[src/hdl/trst_pkg.sv]
`timescale 1ns / 1ps
`default_nettype none
package trst_pkg;
	localparam logic [2:0] REQ_TICK = 3'd0;
	localparam logic [2:0] REQ_STATUS = 3'd1;
	localparam logic [2:0] REQ_REPORT = 3'd2;
	localparam logic [2:0] REQ_STAT_FAIL = 3'd3;
	localparam logic [2:0] REQ_REP_FAIL = 3'd4;

	localparam logic [2:0] OUT_NO_DATA = 3'd0;
	localparam logic [2:0] OUT_BAD_COUNT = 3'd1;
	localparam logic [2:0] OUT_APPLIED = 3'd2;
	localparam logic [2:0] OUT_BAD_SUM = 3'd3;
	localparam logic [2:0] OUT_READ_FAIL = 3'd4;

	localparam logic [15:0] TIMEOUT_RESET = 16'd150;

	typedef struct packed {
		logic take;
		logic snap_start;
		logic [2:0] outcome;
		logic clr;
		logic apply_start;
	} trst_cmd_t;

	typedef struct packed {
		logic snap_busy;
		logic apply_busy;
	} trst_stat_t;
endpackage
`default_nettype wire

[src/hdl/trst_ctrl.sv]
`timescale 1ns / 1ps
`default_nettype none
module trst_ctrl
	import trst_pkg::*;
#(
	parameter int MAX_POINTS = 10
) (
	input wire logic clk,
	input wire logic arst_n,
	input wire logic in_valid,
	output logic in_stall,
	input wire logic [2:0] req_type,
	input wire logic [7:0] data_byte,
	input wire logic [15:0] cfg_wdata,
	input wire logic cfg_we,
	input wire trst_stat_t stat,
	output trst_cmd_t cmd,
	output logic expire,
	output logic rec_we,
	output logic [3:0] rec_idx,
	output logic [2:0] rec_off,
	output logic [3:0] pts
);
	typedef enum logic [2:0] {
		ST_IDLE = 3'b001,
		ST_APPLY = 3'b010,
		ST_SNAP = 3'b100
	} state_t;

	state_t state_q;
	logic [15:0] timeout_q, ticks_q;
	logic [7:0] sum_q;
	logic [6:0] pos_q;
	logic [3:0] pts_q;
	logic inrep_q, good_q;
	logic take, stale, last_byte, cnt_bad;
	logic [6:0] pm1, total;
	logic [7:0] sum_n;
	logic [2:0] oc_q;
	logic clr_q;

	assign take = in_valid && !in_stall;
	assign in_stall = (state_q != ST_IDLE) || stat.snap_busy;
	assign stale = good_q && (ticks_q >= timeout_q);
	assign expire = take && stale && (req_type == REQ_STAT_FAIL || req_type == REQ_REP_FAIL ||
		(req_type == REQ_REPORT && inrep_q && last_byte && sum_n != 8'd0));
	assign pm1 = pos_q - 7'd1;
	assign total = 7'd3 + {pts_q, 3'b000};
	assign last_byte = (pos_q + 7'd1) >= total;
	assign sum_n = sum_q + data_byte;
	assign cnt_bad = (data_byte[3:0] == 4'd0) || (data_byte[3:0] > 4'(MAX_POINTS));
	assign rec_idx = pm1[6:3];
	assign rec_off = pm1[2:0];
	assign rec_we = take && req_type == REQ_REPORT && inrep_q && pos_q != 7'd0 &&
		pm1[6:3] < pts_q;
	assign pts = pts_q;

	always_comb begin
		cmd = '0;
		cmd.take = take;
		cmd.outcome = oc_q;
		cmd.clr = clr_q;
		cmd.apply_start = (state_q == ST_APPLY) && !stat.apply_busy && oc_q == OUT_APPLIED
			&& clr_q;
		cmd.snap_start = (state_q == ST_SNAP) && !stat.snap_busy;
	end

	always_ff @(posedge clk or negedge arst_n) begin
		if (!arst_n) begin
			state_q <= ST_IDLE;
			timeout_q <= TIMEOUT_RESET;
			ticks_q <= '0;
			sum_q <= '0;
			pos_q <= '0;
			pts_q <= '0;
			inrep_q <= 1'b0;
			good_q <= 1'b0;
			oc_q <= OUT_NO_DATA;
			clr_q <= 1'b0;
		end else begin
			if (cfg_we) timeout_q <= cfg_wdata;
			unique case (state_q)
				ST_IDLE: begin
					if (take) begin
						case (req_type) inside
							REQ_TICK: begin
								if (ticks_q != 16'hffff) ticks_q <= ticks_q + 16'd1;
							end
							REQ_STATUS: begin
								inrep_q <= 1'b0;
								pos_q <= '0;
								sum_q <= '0;
								if (!data_byte[7]) begin
									oc_q <= OUT_NO_DATA;
									clr_q <= 1'b0;
									state_q <= ST_SNAP;
								end else if (cnt_bad) begin
									oc_q <= OUT_BAD_COUNT;
									clr_q <= 1'b1;
									state_q <= ST_SNAP;
								end else begin
									pts_q <= data_byte[3:0];
									inrep_q <= 1'b1;
								end
							end
							REQ_REPORT: begin
								if (inrep_q) begin
									if (!last_byte) begin
										sum_q <= sum_n;
										pos_q <= pos_q + 7'd1;
									end else begin
										inrep_q <= 1'b0;
										pos_q <= '0;
										sum_q <= '0;
										clr_q <= 1'b1;
										if (sum_n == 8'd0) begin
											oc_q <= OUT_APPLIED;
											good_q <= 1'b1;
											ticks_q <= '0;
											state_q <= ST_APPLY;
										end else begin
											oc_q <= OUT_BAD_SUM;
											state_q <= ST_SNAP;
										end
									end
								end
							end
							REQ_STAT_FAIL, REQ_REP_FAIL: begin
								inrep_q <= 1'b0;
								pos_q <= '0;
								sum_q <= '0;
								oc_q <= OUT_READ_FAIL;
								clr_q <= 1'b0;
								state_q <= ST_SNAP;
							end
							default: ;
						endcase
					end
				end
				ST_APPLY: begin
					if (cmd.apply_start) clr_q <= 1'b0;
					else if (!stat.apply_busy && !clr_q) begin
						clr_q <= 1'b1;
						state_q <= ST_SNAP;
					end
				end
				ST_SNAP: begin
					if (cmd.snap_start) state_q <= ST_IDLE;
				end
				default: state_q <= ST_IDLE;
			endcase
		end
	end
endmodule
`default_nettype wire

[src/hdl/trst_dpath.sv]
`timescale 1ns / 1ps
`default_nettype none
module trst_dpath
	import trst_pkg::*;
#(
	parameter int SLOTS = 5,
	parameter int MAX_POINTS = 10
) (
	input wire logic clk,
	input wire logic arst_n,
	input wire trst_cmd_t cmd,
	input wire logic [7:0] data_byte,
	input wire logic cnt_clear,
	input wire logic expire,
	input wire logic rec_we,
	input wire logic [3:0] rec_idx,
	input wire logic [2:0] rec_off,
	input wire logic [3:0] pts,
	output trst_stat_t stat,
	output logic out_valid,
	input wire logic out_stall,
	output logic [2:0] outcome,
	output logic clear_status,
	output logic [3:0] slot_index,
	output logic pressed,
	output logic [3:0] touch_id,
	output logic [15:0] pos_x,
	output logic [15:0] pos_y,
	output logic last
);
	localparam int PW = (MAX_POINTS > 1) ? $clog2(MAX_POINTS) : 1;
	localparam int SW = (SLOTS > 1) ? $clog2(SLOTS) : 1;

	logic [35:0] rec_mem [MAX_POINTS];
	logic [35:0] rec_rd_q;
	logic [SLOTS-1:0] prs_q, seen_q;
	logic [3:0] trk_q [SLOTS];
	logic [15:0] x_q [SLOTS];
	logic [15:0] y_q [SLOTS];
	logic [PW-1:0] rd_idx;
	logic [3:0] ap_cnt_q;
	logic ap_busy_q, ap_rd_q;
	logic [SW-1:0] snap_idx_q;
	logic snap_busy_q;
	logic [2:0] oc_q;
	logic clr_q;
	logic [SW-1:0] pick;
	logic pick_ok;
	logic [3:0] rid;

	assign rd_idx = ap_cnt_q[PW-1:0];
	assign rid = rec_rd_q[3:0];
	assign stat.apply_busy = ap_busy_q;
	assign stat.snap_busy = snap_busy_q;

	always_ff @(posedge clk) begin
		if (rec_we) begin
			case (rec_off)
				3'd0: rec_mem[rec_idx[PW-1:0]][3:0] <= data_byte[3:0];
				3'd1: rec_mem[rec_idx[PW-1:0]][11:4] <= data_byte;
				3'd2: rec_mem[rec_idx[PW-1:0]][19:12] <= data_byte;
				3'd3: rec_mem[rec_idx[PW-1:0]][27:20] <= data_byte;
				3'd4: rec_mem[rec_idx[PW-1:0]][35:28] <= data_byte;
				default: ;
			endcase
		end
		rec_rd_q <= rec_mem[rd_idx];
	end

	always_comb begin
		pick = '0;
		pick_ok = 1'b0;
		for (int s = SLOTS - 1; s >= 0; s--) begin
			if (!prs_q[s] && !seen_q[s]) begin
				pick = SW'(s);
				pick_ok = 1'b1;
			end
		end
		for (int s = SLOTS - 1; s >= 0; s--) begin
			if (prs_q[s] && !seen_q[s] && trk_q[s] == rid) begin
				pick = SW'(s);
				pick_ok = 1'b1;
			end
		end
	end

	always_ff @(posedge clk or negedge arst_n) begin
		if (!arst_n) begin
			prs_q <= '0;
			seen_q <= '0;
			for (int s = 0; s < SLOTS; s++) begin
				trk_q[s] <= '0;
				x_q[s] <= '0;
				y_q[s] <= '0;
			end
			ap_cnt_q <= '0;
			ap_busy_q <= 1'b0;
			ap_rd_q <= 1'b0;
		end else begin
			if (cnt_clear || expire) prs_q <= '0;
			if (cmd.apply_start) begin
				ap_busy_q <= 1'b1;
				ap_cnt_q <= '0;
				ap_rd_q <= 1'b0;
				seen_q <= '0;
			end else if (ap_busy_q) begin
				if (!ap_rd_q) begin
					if (ap_cnt_q >= pts) begin
						ap_busy_q <= 1'b0;
						prs_q <= prs_q & seen_q;
					end else ap_rd_q <= 1'b1;
				end else begin
					ap_rd_q <= 1'b0;
					ap_cnt_q <= ap_cnt_q + 4'd1;
					if (pick_ok) begin
						seen_q[pick] <= 1'b1;
						prs_q[pick] <= 1'b1;
						trk_q[pick] <= rid;
						x_q[pick] <= rec_rd_q[19:4];
						y_q[pick] <= rec_rd_q[35:20];
					end
				end
			end
		end
	end

	always_ff @(posedge clk or negedge arst_n) begin
		if (!arst_n) begin
			snap_busy_q <= 1'b0;
			snap_idx_q <= '0;
			out_valid <= 1'b0;
			oc_q <= OUT_NO_DATA;
			clr_q <= 1'b0;
		end else begin
			if (cmd.snap_start) begin
				snap_busy_q <= 1'b1;
				snap_idx_q <= '0;
				oc_q <= cmd.outcome;
				clr_q <= cmd.clr;
				out_valid <= 1'b1;
			end else if (out_valid && !out_stall) begin
				if (snap_idx_q == SW'(SLOTS - 1)) begin
					out_valid <= 1'b0;
					snap_busy_q <= 1'b0;
				end else snap_idx_q <= snap_idx_q + SW'(1);
			end
		end
	end

	assign outcome = oc_q;
	assign clear_status = clr_q;
	assign slot_index = 4'(snap_idx_q);
	assign pressed = prs_q[snap_idx_q];
	assign touch_id = trk_q[snap_idx_q];
	assign pos_x = x_q[snap_idx_q];
	assign pos_y = y_q[snap_idx_q];
	assign last = (snap_idx_q == SW'(SLOTS - 1));
endmodule
`default_nettype wire

[src/hdl/touch_report_slot_tracker_unit.sv]
`timescale 1ns / 1ps
`default_nettype none
// Touch report parser and contact slot tracker. An item that yields a snapshot (status
// byte without a report, bad count, end of report, read failure) is followed by SLOTS
// result transactions, slot 0 first, one per cycle when not stalled; out_valid is
// registered once the controller reaches its snapshot state, and input is stalled until
// the last result is taken. At the end of a good report the slot search walks the stored
// records through one read port, reading each record and then applying it before the
// next, and the snapshot follows once the search is done.
module touch_report_slot_tracker_unit
	import trst_pkg::*;
#(
	parameter int SLOTS = 5,
	parameter int MAX_POINTS = 10
) (
	input wire logic clk,
	input wire logic arst_n,
	input wire logic cfg_we,
	input wire logic [15:0] cfg_wdata,
	input wire logic in_valid,
	output logic in_stall,
	input wire logic [2:0] req_type,
	input wire logic [7:0] data_byte,
	output logic out_valid,
	input wire logic out_stall,
	output logic [2:0] outcome,
	output logic clear_status,
	output logic [3:0] slot_index,
	output logic pressed,
	output logic [3:0] touch_id,
	output logic [15:0] pos_x,
	output logic [15:0] pos_y,
	output logic last
);
	trst_cmd_t cmd;
	trst_stat_t stat;
	logic expire, rec_we, cnt_clear;
	logic [3:0] rec_idx, pts;
	logic [2:0] rec_off;

	assign cnt_clear = cmd.take && req_type == REQ_STATUS && data_byte[7] &&
		(data_byte[3:0] == 4'd0 || data_byte[3:0] > 4'(MAX_POINTS));

	trst_ctrl #(.MAX_POINTS(MAX_POINTS)) u_ctrl (
		.clk(clk), .arst_n(arst_n), .in_valid(in_valid), .in_stall(in_stall),
		.req_type(req_type), .data_byte(data_byte), .cfg_wdata(cfg_wdata),
		.cfg_we(cfg_we), .stat(stat), .cmd(cmd), .expire(expire), .rec_we(rec_we),
		.rec_idx(rec_idx), .rec_off(rec_off), .pts(pts)
	);

	trst_dpath #(.SLOTS(SLOTS), .MAX_POINTS(MAX_POINTS)) u_dpath (
		.clk(clk), .arst_n(arst_n), .cmd(cmd),
		.data_byte(data_byte), .cnt_clear(cnt_clear), .expire(expire),
		.rec_we(rec_we), .rec_idx(rec_idx), .rec_off(rec_off), .pts(pts),
		.stat(stat), .out_valid(out_valid), .out_stall(out_stall), .outcome(outcome),
		.clear_status(clear_status), .slot_index(slot_index), .pressed(pressed),
		.touch_id(touch_id), .pos_x(pos_x), .pos_y(pos_y), .last(last)
	);
endmodule
`default_nettype wire
[config.mk]
export PLATFORM = sky130hd
export DESIGN_NAME = touch_report_slot_tracker_unit
export DESIGN_NICKNAME = d
export VERILOG_FILES = /design/src/hdl/trst_pkg.sv /design/src/hdl/trst_ctrl.sv /design/src/hdl/trst_dpath.sv /design/src/hdl/touch_report_slot_tracker_unit.sv
export SDC_FILE = /design/constraint.sdc
export NUM_CORES = 1
export LEC_CHECK = 0
export ABC_AREA = 1
export BUFFER_PORTS_ARGS = -buffer_cell sky130_fd_sc_hd__buf_2
export CORE_UTILIZATION = 60
export DETAILED_ROUTE_END_ITERATION = 8
export GPL_TIMING_DRIVEN = 0
export MAX_ROUTING_LAYER = met4
export PLACE_DENSITY = 0.8
export SLEW_MARGIN = 0
export SYNTH_ARGS = -nofsm -noshare
export SYNTH_HDL_FRONTEND = slang
export SYNTH_SLANG_ARGS = --single-unit
[constraint.sdc]
create_clock -name clk -period 3.6 [get_ports clk]
set_input_delay 0.18 -clock clk [delete_from_list [all_inputs] [get_ports clk]]
set_output_delay 0.18 -clock clk [all_outputs]
set_load 0.01 [all_outputs]
==> results of run 1 <==
## flip-flops by register name, indices dropped and copies added (netlist names), 4 cells and up
name              cells
u_dpath.rec_mem     360
u_dpath.y_q          80
u_dpath.seen_q        5
u_dpath.x_q          80
u_dpath.rec_rd_q     36
u_dpath.prs_q         5
u_ctrl.pos_q          7
u_dpath.trk_q        20
u_ctrl.timeout_q     16
u_ctrl.ticks_q       16
u_ctrl.sum_q          8
u_ctrl.pts            4
u_dpath.ap_cnt_q      4
## logic make-up (layout without fill, tap and decap cells)
logic type / after synthesis / in the layout / synth area share (%)
compound gates: 742 / 742 / 14.1
xor+xnor: 27 / 27 / 0.826
fa+ha+maj: 46 / 46 / 2.04
buf+inv: 386 / 618 / 5.78
flops: 660 / 660 / 63.4
mux: 3 / 3 / 0.114
other cells: 1 / 5 / 0.0131
simple gates: 961 / 961 / 13.7
## Yosys cell counts, drive strengths merged, types with 8 or more instances
library cell and number:
a211oi 9, a21oi 140, a221oi 36, buf 47, clkbuf 99, dfrtp 259
dfxtp 36, edfxtp 360, ha 45, inv 239, nand2 543, nand3 133
nand4 9, nor2 251, nor3 10, o21ai 491, o22ai 50, xnor2 8
xor2 19
## timing repair
action,4_1_cts,5_1_grt
hold endpoints to repair,159,0
resized for setup,42,63
pin swaps,1,15
endpoints found under the setup margin,323,365
setup buffers,0,10
hold buffers,20,0
## final cells by class
cell class | count | area [um2]
sequential | 660 | 18100
fill | 3243 | 13900
multi-input combinational | 1780 | 9210
clock buffer | 100 | 1960
inverter | 240 | 901
timing repair buffer | 110 | 856
tap | 607 | 759
buffer | 145 | 753
clock inverter | 23 | 358
antenna | 4 | 10.0
## per-layer routing
layer	track usage, %	up-vias	wire length (um)
met3	6.98	206	7950
met4	14.3	0	2520
li1	-	10100	-
met5	-	-	0
met1	42.1	10900	30100
met2	54.4	1248	38100
## tightest hold or removal path, stage by stage
cell,delay (ns)
buf_2,0.10
nor2_1,0.05
inv_1,0.05
nor2_1,0.09
nand3_1,0.10
nand2_1,0.05
## placed cells by master, fill, tap and decap left out, drive strengths merged, types with 2 or more instances in the layout
| cell type | count |
|---|---|
| dlygate4sd3 | 20 |
| nand4 | 9 |
| edfxtp | 360 |
| nor3b | 2 |
| nand2 | 543 |
| buf | 137 |
| nand3b | 5 |
| diode | 4 |
| a211oi | 9 |
| clkbuf | 198 |
| o22ai | 50 |
| clkinv | 13 |
| inv | 241 |
| dfxtp | 36 |
| dfstp | 5 |
| a221oi | 36 |
| or2 | 5 |
| o211ai | 2 |
| a21oi | 140 |
| mux2 | 2 |
| a31oi | 4 |
| xnor2 | 8 |
| nand3 | 133 |
| ha | 45 |
| nor2 | 251 |
| bufinv | 8 |
| xor2 | 19 |
| o21ai | 491 |
| a22o | 4 |
| nor3 | 10 |
| dfrtp | 259 |
## power breakdown
| group | switching, uW | internal [uW] |
|---|---|---|
| Combinational | 2830 | 1040 |
| Clock | 2960 | 4370 |
| Sequential | 187 | 8160 |
## final timing paths
kind / to / from / cells past startpoint / slack [ns]
max: pos_y[2] / u_dpath.snap_idx_q[0] / 8 / 0.11
min: u_ctrl.ticks_q[1] / req_type[1] / 6 / 0.06
max reg2reg: u_dpath.rec_mem[1][32] / u_ctrl.pos_q[1] / 12 / 0.18
min reg2reg: u_ctrl.good_q / u_ctrl.good_q / 2 / 0.45
max in group asynchronous: u_dpath.x_q[31] / arst_n / 4 / 2.12
min in group asynchronous: u_ctrl.timeout_q[11] / arst_n / 2 / 0.07
## stage by stage
step	total power, uW	setup TNS (ns)
after floorplan	10600	0
after global placement	11900	-632.10
after detailed placement	12000	-56.64
after CTS	19300	-33.32
after global routing	20200	-7.38
final	19500	0
==> key figures, run 1 <==
Outcome
  • Status: finished with violations
  • Failing checks: design-rule violations

STA
  • RSZ-0062 raised after global routing: true
  • Worst slew pin tran: 1.20 ns
  • Final setup viols: 0
  • Final Max Tran Viols: 0
  • Clock Skew: 0.0370 ns
  • Hold WS: 0.0623 ns
  • Crit path time final: 3.49 ns
  • Setup ws final: 0.114 ns
  • Final Hold Vio Count: 0
  • Post-route clock period utilization: 96.8%
  • Max Freq: 0.287 GHz
  • Slew HR: 20.2%

Worst setup path
  • CP bufs+invs: 4
  • Data arrival, critical path: 3.31 ns
  • Critical path's slowest cell: buf_1
  • Crit path capture type: primary output
  • Critical path class: flip-flop to primary output
  • Critical Path Source Type: flip-flop
  • CP Cell Sequence: clkbuf_1, buf_1, buf_1, nand2_1, nand3_1, nand3_1, o21ai_0, buf_2
  • WP data required: 3.42 ns
  • Worst-path maximum fanout: 10
  • CP max stage delay: 0.54 ns
  • Worst path top cell family by delay: buffers and inverters

GRT
  • Initial antenna violation count: 4
  • GRT Util Overall: 33.9%
  • Largest net degree at the start of global routing: 125
  • Global-route wire length before repair: 120 mm
  • Grt total ovfl: 0
  • Vias in the first global route: 22100

Synthesis
  • Seq/Total Area, Yosys: 63.4%
  • Post-synth cell types: 52
  • FFs w/ async S/R, synth: 40.0%
  • Gate count of the mapped netlist: 2826
  • Synthesized cell area: 28600 um2
  • EDFF count, synth: 360
  • #FFs+latches synth: 660
  • Most used DFF post-synth: edfxtp_1
  • Top cells by area, synth: edfxtp_1 38%, dfrtp_1 23%, nand2_1 7.1%
  • Ys Warns: 0
  • Yosys top cell by area: edfxtp_1
  • Syn nets: 2904
  • Post-synth top area share: 37.7%
  • Mean post-synth cell area: 10.1 um2

Place
  • Placement Setup Slack: -0.270 ns
  • HPWL after detailed placement: 51.0 mm
  • Post-DP Area: 29900 um2
  • Port Buffers: 78
  • Post-Place Cells: 3513
  • GPL Wtd Cong: 0.941

Floorplanning
  • # IOs: 80
  • Die Wd: 220 um
  • Rows: 79
  • Die ar.: 48600 um2
  • Chip Height: 220 um
  • Initial Utilization: 61.1%
  • Core area: 46900 um2

Run
  • Max-cap violations: 0

Route
  • Via count: 22400
  • Drt wl/cell: 21.4 um
  • Drt initial violations: 2891
  • Drt pass-1 iters: 9
  • Post-Route WL: 78.7 mm
  • Via density: 6.10
  • ANT nets after route: 0
  • Post-route DRC: 7

Final layout
  • Share of layout cells above drive strength 1: 11.4%
  • Core Util, Final: 70.3%
  • Final Cell Area: 32900 um2
  • Area added between synthesis and finish: 15.0%
  • Final nets: 3082
  • Final std cells w/o fill: 3669

Hold path
  • Tightest Hold Check Type: primary input to flip-flop

Clock tree
  • Clk_lat worst skew: 0.63 ns
  • H-tree level count: 3
  • Number of buffers created by CTS: 67
  • Clk sinks: 660
  • Clock Path Buffers: 3
  • Root buf cell: clkbuf_16
  • CTS tree: built
  • Clock transition at path regs: 0.06 ns

Power and ir drop
  • PD cells: 593 nW/um2
  • Pleak: 0.0134 uW
  • Maximum VDD drop: 0.000476 V
(Power assumes the default switching activity.)
==> run 2, diff against run 1 <==
BUFFER_PORTS_ARGS = -buffer_cell sky130_fd_sc_hd__buf_4   (was -buffer_cell sky130_fd_sc_hd__buf_2)
==> key figures, run 2 (same netlist as run 1, synthesis figures left out) <==
Route
  • Post-route DRC: 5
  • ANT nets after route: 0
  • Drt pass-1 iters: 8
  • Drt initial violations: 2930
  • Via count: 22200
  • Post-Route WL: 77.9 mm
  • Drt wl/cell: 21.3 um
  • Via density: 6.06

Outcome
  • Status: finished with violations
  • Failing checks: design-rule violations

Floorplanning
  • Die Wd: 220 um
  • Core area: 46900 um2
  • Chip Height: 220 um
  • Rows: 79
  • # IOs: 80
  • Initial Utilization: 61.1%
  • Die ar.: 48600 um2

Clock tree
  • Clk sinks: 660
  • Clock Path Buffers: 3
  • Root buf cell: clkbuf_16
  • Clock transition at path regs: 0.06 ns
  • Number of buffers created by CTS: 68
  • CTS tree: built
  • Clk_lat worst skew: 0.61 ns
  • H-tree level count: 3

Worst setup path
  • Crit path capture type: primary output
  • Data arrival, critical path: 3.30 ns
  • Critical path class: flip-flop to primary output
  • WP data required: 3.42 ns
  • Critical Path Source Type: flip-flop
  • Worst-path maximum fanout: 10

STA
  • Clock Skew: 0.0265 ns
  • Max Freq: 0.288 GHz
  • Final Max Tran Viols: 0
  • Worst slew pin tran: 0.838 ns
  • Final setup viols: 0
  • Final Hold Vio Count: 0
  • Slew HR: 43.6%
  • Post-route clock period utilization: 96.6%
  • Crit path time final: 3.48 ns
  • Setup ws final: 0.122 ns

GRT
  • Grt total ovfl: 0
  • GRT Util Overall: 33.6%
  • Initial antenna violation count: 1
  • Global-route wire length before repair: 119 mm
  • Largest net degree at the start of global routing: 129
  • Vias in the first global route: 21800

Final layout
  • Core Util, Final: 70.2%
  • Max reg flops: 360
  • Commonest non-fill, non-tap cell in the layout: nand2_1
  • Area added between synthesis and finish: 14.8%
  • Commonest non-fill, non-tap cells in the layout: 535 x nand2_1, 397 x o21ai_0, 360 x edfxtp_1, 259 x dfrtp_1, 227 x inv_1
  • Register Area: 18100 um2
  • Final std cells w/o fill: 3664
  • Final Cell Area: 32900 um2
  • Multi-input gate area: 9220 um2
  • Fill cells: 3297
  • Share of layout cells above drive strength 1: 11.1%
  • Final nets: 3083

Power and ir drop
  • Maximum VDD drop: 0.000492 V
  • PD cells: 579 nW/um2
  • Pleak: 0.0133 uW

Place
  • Post-DP Area: 30000 um2
  • Post-Place Cells: 3513
  • GPL Wtd Cong: 0.941
  • HPWL after detailed placement: 51.3 mm
  • Placement Setup Slack: -0.171 ns
  • Port Buffers: 78

Hold path
  • Tightest Hold Check Type: primary input to flip-flop

Run
  • Max-cap violations: 0
[run 2: cell types whose count changed in the layout (fill, tap and decap cells not counted), sizes merged]
cell	before	now
bufinv	8	2
clkbuf	198	190
clkinv	13	22
clkinvlp	1	2
diode	4	1
inv	241	243
[run 2: per-layer routing]
| layer | up-vias | routed length [um] | part of all wire, % | GRT usage [%] |
|---|---|---|---|---|
| met5 | - | 0 | 0 | - |
| met4 | 0 | 2960 | 3.8 | 13.7 |
| met3 | 245 | 7000 | 9.0 | 6.16 |
| met2 | 1259 | 37500 | 48 | 53.8 |
| met1 | 10600 | 30500 | 39 | 42.5 |
| li1 | 10100 | - | - | - |
[run 2: timing repair]
| action | CTS | global route |
|---|---|---|
| buffers inserted | 2 | 8 |
| gates resized for setup | 37 | 69 |
| hold buffers | 20 | 0 |
| pin swaps | 1 | 12 |
| setup endpoints to repair | 325 | 367 |
| cloned | 0 | 0 |
| hold endpoints to repair | 155 | 0 |
[run 2: path summary, 6_finish.rpt]
kind                                       start                endpoint  slack, ns  depth (start not counted)
max in group asynchronous                 arst_n         u_dpath.x_q[19]       2.10                          4
min in group asynchronous                 arst_n    u_ctrl.timeout_q[15]       0.07                          2
hold / removal                       req_type[1]       u_ctrl.ticks_q[1]       0.04                          6
setup reg to reg                 u_ctrl.pos_q[1]  u_dpath.rec_mem[6][31]       0.18                         13
hold reg to reg                    u_ctrl.good_q           u_ctrl.good_q       0.47                          2
setup / recovery           u_dpath.snap_idx_q[0]               pos_y[15]       0.12                          7
[run 2: cell type report]
| cell class | count | share of cell area [%] |
|---|---|---|
| multi-input cells | 1780 | 28.0 |
| clock buffers | 92 | 5.63 |
| clock inverters | 29 | 0.692 |
| diodes | 1 | 0.00761 |
| repair buffers | 110 | 3.11 |
| flip-flops and latches | 660 | 55.2 |
| well taps | 607 | 2.31 |
| inverters | 240 | 2.75 |
| plain buffers | 145 | 2.29 |
[run 2: where the power goes]
group          switching (uW)  internal, uW  leakage [uW]
clock network            2910          3780       0.00102
registers                 192          8160       0.00713
logic                    2840          1160       0.00515
[run 2: worst max-delay path, cell delays in order (launching register included)]
cell	delay, ns
dfrtp_1	0.50
clkbuf_1	0.40
buf_1	0.50
clkbuf_1	0.50
o21ai_0	0.20
nand3_1	0.14
o21ai_0	0.23
buf_4	0.23
[run 2: through the flow]
step	setup TNS, ns	total power [uW]	hold WS (ns)
final	0	19000	0.0358
after CTS	-27.62	18800	0.0211
after global placement	-23.06	12000	0.387
after global routing	-0.114	19700	0.0741
after detailed placement	-37.36	12100	0.108
after floorplan	0	10600	-0.116
